### config.mk
export PLATFORM = sky130hd
export DESIGN_NAME = gso_divider
export DESIGN_NICKNAME = d
export VERILOG_FILES = /design/src/gram_schmidt_orthogonalize_3d_unit_macros.svh /design/src/gso_pkg.sv /design/src/gso_divider.sv
export SDC_FILE = /design/constraint.sdc
export NUM_CORES = 1
export LEC_CHECK = 0
export BUFFER_PORTS_ARGS = -buffer_cell sky130_fd_sc_hd__clkbuf_2
export CAP_MARGIN = 5
export CORE_ASPECT_RATIO = 1.75
export CORE_MARGIN = 5
export CORE_UTILIZATION = 40
export DETAILED_ROUTE_END_ITERATION = 8
export SYNTH_ARGS = -nofsm -noshare
export SYNTH_HDL_FRONTEND = slang
export SYNTH_SLANG_ARGS = --single-unit
### constraint.sdc
create_clock -name clock -period 9.1 [get_ports clock]
set_input_delay 1.365 -clock clock [delete_from_list [all_inputs] [get_ports clock]]
set_output_delay 1.365 -clock clock [all_outputs]
set_load 0.05 [all_outputs]
### src/gram_schmidt_orthogonalize_3d_unit_macros.svh
// ---------------------------------------------------------------------------
// gso assertion macros
// concurrent check helpers, empty when synthesised
// ---------------------------------------------------------------------------
`ifndef GRAM_SCHMIDT_ORTHOGONALIZE_3D_UNIT_MACROS_SVH
`define GRAM_SCHMIDT_ORTHOGONALIZE_3D_UNIT_MACROS_SVH
`ifndef SYNTHESIS
`define GSO_ASSERT_IMP(lbl, clk, rst, ante, cons) \
   lbl: assert property (@(posedge clk) disable iff (rst) (ante) |-> (cons)) \
      else $error("gso assertion failed");
`define GSO_ASSERT_NEXT(lbl, clk, rst, ante, cons) \
   lbl: assert property (@(posedge clk) disable iff (rst) (ante) |=> (cons)) \
      else $error("gso assertion failed");
`else
`define GSO_ASSERT_IMP(lbl, clk, rst, ante, cons)
`define GSO_ASSERT_NEXT(lbl, clk, rst, ante, cons)
`endif
`endif

### src/gso_pkg.sv
// ---------------------------------------------------------------------------
// gso_pkg
// shared widths and unit interface types for the orthogonalisation block
// ---------------------------------------------------------------------------
package gso_pkg;
   localparam int DIVIDEND_W = 96;
   localparam int DIVISOR_W  = 64;
   localparam int DIV_CNT_W  = 7;
   localparam int RADICAND_W = 64;
   localparam int ROOT_W     = 32;

   typedef struct packed {
      logic                  start;
      logic [DIVIDEND_W-1:0] dividend;
      logic [DIVISOR_W-1:0]  divisor;
   } div_req_type;

   typedef struct packed {
      logic                  done;
      logic [DIVIDEND_W-1:0] quotient;
      logic [DIVISOR_W-1:0]  remainder;
   } div_rsp_type;

   typedef struct packed {
      logic                  start;
      logic [RADICAND_W-1:0] radicand;
   } sqrt_req_type;

   typedef struct packed {
      logic              done;
      logic [ROOT_W-1:0] root;
   } sqrt_rsp_type;
endpackage

### src/gso_divider.sv
// ---------------------------------------------------------------------------
// gso_divider
// restoring unsigned divider, one quotient bit per cycle
// ---------------------------------------------------------------------------
module gso_divider (
   input  logic                 clock,
   input  logic                 reset,
   input  gso_pkg::div_req_type req,
   output gso_pkg::div_rsp_type rsp
);
   logic [gso_pkg::DIVISOR_W-1:0]  rem_ff, rem_in;
   logic [gso_pkg::DIVIDEND_W-1:0] quo_ff, quo_in;
   logic [gso_pkg::DIVISOR_W-1:0]  den_ff, den_in;
   logic [gso_pkg::DIV_CNT_W-1:0]  cnt_ff, cnt_in;
   logic                           busy_ff, busy_in;
   logic                           done_ff, done_in;
   logic [gso_pkg::DIVISOR_W:0]    shifted;
   logic [gso_pkg::DIVISOR_W:0]    diff;
   logic                           ge;

   always_comb begin
      shifted = {rem_ff, quo_ff[gso_pkg::DIVIDEND_W-1]};
      diff    = shifted - {1'b0, den_ff};
      ge      = shifted >= {1'b0, den_ff};
      rem_in  = rem_ff;
      quo_in  = quo_ff;
      den_in  = den_ff;
      cnt_in  = cnt_ff;
      busy_in = busy_ff;
      done_in = 1'b0;
      if (req.start) begin
         rem_in  = '0;
         quo_in  = req.dividend;
         den_in  = req.divisor;
         cnt_in  = '0;
         busy_in = 1'b1;
      end else if (busy_ff) begin
         rem_in = ge ? diff[gso_pkg::DIVISOR_W-1:0] : shifted[gso_pkg::DIVISOR_W-1:0];
         quo_in = {quo_ff[gso_pkg::DIVIDEND_W-2:0], ge};
         cnt_in = cnt_ff + 1'b1;
         if (cnt_ff == gso_pkg::DIV_CNT_W'(gso_pkg::DIVIDEND_W - 1)) begin
            busy_in = 1'b0;
            done_in = 1'b1;
         end
      end
   end

   always_ff @(posedge clock) begin
      if (reset) begin
         busy_ff <= 1'b0;
         done_ff <= 1'b0;
         cnt_ff  <= '0;
      end else begin
         busy_ff <= busy_in;
         done_ff <= done_in;
         cnt_ff  <= cnt_in;
      end
   end

   always_ff @(posedge clock) begin
      rem_ff <= rem_in;
      quo_ff <= quo_in;
      den_ff <= den_in;
   end

   assign rsp.done      = done_ff;
   assign rsp.quotient  = quo_ff;
   assign rsp.remainder = rem_ff;
endmodule

; Word level (Yosys, flattened, before mapping)
; Cells that the tools add are included.
[word_totals]
reg_bits = 233
latchBits = 0
ram_bits = 0
mem_bits_ro = 0
elab_cells = 21
memories = 0
[classes]
add_sub_neg = 2
multipliers = 0
n_div = 0
magnitude_cmp = 1
eq_ne = 1
n_shift = 0
muxes = 7
bitwise = 1
reduce_logical = 3
[ops]
columns = operator, count
row1 = $mux 96, 2
row2 = $ge 65x64->1, 1
row3 = $mux 64, 1
row4 = $sub 64x64->64, 1
row5 = $add 7x1->7 const B, 1
row6 = $eq 7x7->1 const B, 1
row7 = $mux 1, 4
row8 = $reduce_or 3->1, 1
row9 = $reduce_bool 2->1, 1
row10 = $reduce_or 2->1, 1
row11 = $not 1->1, 1

; Logic depth before layout (Yosys ltp)
[depth]
word_depth = 4
ltp_mapped = 15

; Worst setup path after synthesis
; No wires, ideal clock.
[synth_path]
path_type = input-to-reg
startpoint = input port req[160] (netlist name)
endpoint = register quo_ff[0] (netlist name) (enable)
setup_time_ns = 0.414
t_arrival_ns = 3.194
t_required_ns = 8.686
slack_ns = 5.492
path_stages = 3
path_cell_list = clkbuf_1 -> clkbuf_1 -> or2_2
[synth_via]
elab_chain_len = 1
[synth_lines]
columns = element, line_no
row1 = "start, declared", gso_divider.sv:8  ; input gso_pkg::div_req_type req,
row2 = $reduce_bool 2->1 (no source line), n/a
row3 = "end signal, assigned", gso_divider.sv:62  ; quo_ff <= quo_in;
row4 = "end, declared", gso_divider.sv:12  ; logic [gso_pkg::DIVIDEND_W-1:0] quo_ff, quo_in;
; Every way passes these cells.
; A chain may end at the register's enable or synchronous reset.

; Final worst setup path
[layout_path]
startpoint = register den_ff[3] (netlist name)
endpoint = register rem_ff[40] (netlist name)
[layout_via]
elab_chain_len = 2
word_cells_on_any_way = 3
[layout_lines]
columns = element, line_no
row1 = "start, declared", gso_divider.sv:13  ; logic [gso_pkg::DIVISOR_W-1:0] den_ff, den_in;
row2 = "start signal, assigned", gso_divider.sv:63  ; den_ff <= den_in;
row3 = $sub 64x64->64 / $ge 65x64->1 (equally long branches), "gso_divider.sv:23, gso_divider.sv:24"
row4 = $mux 64 (*), gso_divider.sv:38  ; rem_in = ge ? diff[gso_pkg::DIVISOR_W-1:0] : shifted[gso_pkg::DIVISOR_W-1:0];
row5 = "end signal, assigned", gso_divider.sv:61  ; rem_ff <= rem_in;
row6 = "end, declared", gso_divider.sv:11  ; logic [gso_pkg::DIVISOR_W-1:0] rem_ff, rem_in;
; Every way passes the cells marked *; elsewhere a longest branch is shown, timed or not.

==> key figures <==
Status
  – Status: complete, no violations

Power
  – Seq pwr share: 39.3%
  – Sw frac: 36.0%
  – Combinational Power Share: 31.0%
  – Clock network power share: 29.7%
  – Lkg Pwr: 7.26 nW
  – Cell-internal power: 2.16 mW
  – Pwr Total: 3.37 mW
  – VDD IR-drop max: 0.149 mV
  – Net switching power: 1.21 mW
  – Total power per unit cell area: 208 mW/mm^2

Timing
  – Final period util: 49.8%
  – Unrepaired setup endpoints after global routing: false
  – Setup TNS: 0 ns
  – Fmax: 221 MHz
  – Max Clock Skew: 0.0108 ns
  – Pins Over Slew Limit: 0
  – Fin. Hold Viols: 0
  – Final setup viols: 0
  – Post-layout min period: 4.53 ns
  – Slew Limit Headroom: 24.9%
  – Actual slew at the worst max-slew pin: 1.12 ns

Routing
  – Metal3 WL: 2490 um
  – DRT Pass-1 Iters: 5
  – DR DRC count: 0
  – ANT nets after route: 0
  – Via density: 5.30
  – DRT iter0 DRCs: 530
  – Total wire length: 40,300 um
  – Avg WL per Cell: 19.7 um
  – Max Used Layer: met4
  – WL met2: 21,900 um
  – Detailed-route via count: 10,838
  – Routed met1 length: 14,100 um

Floorplanning
  – Die height: 253 um
  – Overall die width: 149 um
  – Core area: 0.0335 sq mm
  – Top-Level Pins: 324
  – Die ar.: 0.0375 sq mm
  – Starting Density: 40.1%
  – # rows: 89

Setup path
  – Crit-path cells: inv_1 > ha_1 > a21o_1 > a21oi_1 > a21oi_2 > nor3_1 > o31a_1 > o22a_1 > o31ai_4 > a21oi_4 > buf_4 > mux2i_1 > o22ai_1
  – CP Launch Type: register
  – CP Capture Type: register
  – Worst reg2reg setup slack: 4.57 ns
  – Reg2reg end: rem_ff[40]$_SDFFE_PP0P_
  – Critical Path Start: den_ff[3]$_DFFE_PP_
  – Max stage delay on crit path: 0.90 ns
  – Worst r2r src: den_ff[3]$_DFFE_PP_
  – Max stage delay cell, worst path: a21oi_4
  – Critical Path RT: 9.50 ns
  – Reg2reg path depth: 13
  – Crit path DAT: 4.93 ns
  – Crit path kind: register to register
  – Critical path endpoint: rem_ff[40]$_SDFFE_PP0P_
  – CP max FO: 45

Global route
  – Largest net degree at the start of global routing: 73
  – Vias in the first global route: 11,381
  – First-pass GRT wire length: 61,900 um
  – GRT Overall Usage: 20.7%
  – Initial antenna violation count: 1
  – Grt total ovfl: 0

Min path
  – Path type of the worst min-delay path: register to register
  – Hold Crit Depth: 2

Final layout
  – Design area: 0.0162 sq mm
  – Register area: 0.00627 sq mm
  – Layout Nets: 1,798
  – Final Util: 48.3%
  – Area Overhead vs Synth: 20.3%
  – Most frequent cells in the layout: 322 x clkbuf_2, 160 x edfxtp_1, 110 x nor2_1, 95 x mux2_2, 89 x inv_1
  – Share of cells above drive strength 1: 30.5%
  – Final Non-Filler Cells: 2,043
  – Multi-input combinational cell area: 0.00654 sq mm
  – Commonest non-fill, non-tap cell in the layout: clkbuf_2
  – Filler cells: 3,207

Synthesis
  – FF+latch count, synth: 233
  – Seq/Total Area, Yosys: 46.6%
  – Synth Flop Type: edfxtp_1
  – Synth Area in Adders: 6.20%
  – Proportion of synthesized area in mux cells: 12.2%
  – Post-synthesis compound-gate area fraction: 16.0%
  – Post-synth EDFFs: 160
  – Distinct cell type count after synthesis: 72
  – Async SR Flop Fraction: 0%
  – Main combinational cell family by area after synthesis: compound AO/OA/AOI/OAI gates
  – Synth Net Count: 1,514
  – Syn Area/Cell: 10.5 sq um
  – Synth Area in XOR/XNOR: 3.78%
  – Synthesis Warnings: 0
  – Synth Area in Simple Gates: 10.3%
  – Cells after Synth: 1,285
  – Mapped cell area: 0.0134 sq mm

Clock tree
  – Worst skew pair latency: 0.53 ns
  – Htree depth: 1
  – CTS tree: done
  – Hold-fix buffers at CTS: 0
  – Clk sink count: 233
  – Clk root buf: clkbuf_16
  – CTS Buffer Depth: 3
  – # resized after CTS: 0
  – Clock slew seen by the registers of the worst setup and hold paths: 0.07 ns
  – CTS Buf Count: 25
  – Setup Buffers After CTS: 0

Flow run
  – Max Cap Viol: 0

Placement
  – Port bufs: 323
  – Post-DP Area: 0.0154 sq mm
  – DP Cell Count: 1,997
  – Routability cong.: 0.920
  – HPWL after DPL: 31,500 um
## Yosys cell counts (7+ instances only)
| master | n | area share, % |
|---|---|---|
| nor2_1 | 110 | 3.1 |
| o21ai_1 | 16 | 0.60 |
| nor2b_1 | 7 | 0.33 |
| edfxtp_1 | 160 | 36 |
| a211oi_1 | 60 | 3.3 |
| clkbuf_1 | 53 | 1.5 |
| a21oi_1 | 87 | 3.2 |
| buf_4 | 8 | 0.45 |
| nand3_1 | 14 | 0.52 |
| mux2i_1 | 56 | 4.2 |
| dfxtp_1 | 73 | 11 |
| o21bai_1 | 19 | 1.1 |
| a31oi_1 | 8 | 0.37 |
| mux2_2 | 95 | 8.0 |
| a21o_1 | 33 | 1.8 |
| a311oi_1 | 8 | 0.52 |
| inv_1 | 89 | 2.5 |
| xnor2_1 | 36 | 2.3 |
| ha_1 | 65 | 6.0 |
| nor3_1 | 11 | 0.41 |
| o21ai_0 | 32 | 1.2 |
| o21a_1 | 11 | 0.61 |
| buf_2 | 8 | 0.30 |
| nand2_1 | 74 | 2.1 |
| xor2_1 | 22 | 1.4 |
| nand4_1 | 31 | 1.4 |
## final cells by class
type	count	share of cell area, %
Multi-Input combinational cell	890	40.4
Timing Repair Buffer	329	10.3
Sequential cell	233	38.7
Tap cell	455	3.52
Antenna cell	1	0.0155
Clock buffer	26	3.89
Inverter	90	2.09
Clock inverter	19	1.01
## critical path: cells and delay by family (launching register included)
family                     cells  cell delay, ns
buffers and inverters          2            0.78
DFF                            1            0.34
muxes                          1            0.35
AOI/OAI and AO/OA              8            2.25
adders and majority gates      1            0.34
and+or+nand+nor                1            0.29
## per-stage QoR
| stage | setup WS (ns) | hold WS [ns] |
|---|---|---|
| 2_1_floorplan | 5.49 | 0.454 |
| 3_3_place_gp | 4.63 | 0.464 |
| 3_5_place_dp | 4.52 | 0.481 |
| 4_1_cts | 4.50 | 0.493 |
| 5_1_grt | 4.15 | 0.535 |
| 6_report | 4.57 | 0.488 |
## worst min path at each step
stage | slack (ns) | endpoint | start
after floorplan | 0.45 | cnt_ff[6]$_SDFFE_PP0P_ | cnt_ff[6]$_SDFFE_PP0P_
after global routing | 0.53 | cnt_ff[6]$_SDFFE_PP0P_ | cnt_ff[6]$_SDFFE_PP0P_
after CTS | 0.49 | cnt_ff[6]$_SDFFE_PP0P_ | cnt_ff[6]$_SDFFE_PP0P_
after global placement | 0.46 | cnt_ff[6]$_SDFFE_PP0P_ | cnt_ff[6]$_SDFFE_PP0P_
final | 0.49 | cnt_ff[6]$_SDFFE_PP0P_ | cnt_ff[6]$_SDFFE_PP0P_
after detailed placement | 0.48 | cnt_ff[6]$_SDFFE_PP0P_ | cnt_ff[6]$_SDFFE_PP0P_
## cell families after synthesis
logic type | Yosys count
compound gates | 320
xor+xnor | 58
fa+ha+maj | 66
buf+inv | 162
flops | 233
mux | 152
simple gates | 294
## layer usage
metal | vias to the layer above | GRT usage, %
li1 | 5321 | -
met1 | 5082 | 21.3
met3 | 82 | 4.57
met5 | - | 0
met2 | 353 | 39.8
met4 | 0 | 8.77
## power by group through the flow
stage | Combinational (mW) | Clock, mW | Sequential [mW]
after detailed placement | 1.05 | 0 | 1.35
after floorplan | 0.547 | 0 | 1.57
after global placement | 1.04 | 0 | 1.34
after CTS | 1.05 | 1.04 | 1.33
final | 1.05 | 1.00 | 1.32
after global routing | 1.13 | 1.07 | 1.34
## flip-flops by register name (all words and copies together), names as in the netlist
| signal | count |
|---|---|
| quo_ff | 96 |
| den_ff | 64 |
| rem_ff | 64 |
| cnt_ff | 7 |
| busy_ff | 1 |
| done_ff | 1 |
No activity file was read; power rests on OpenSTA's default activity.
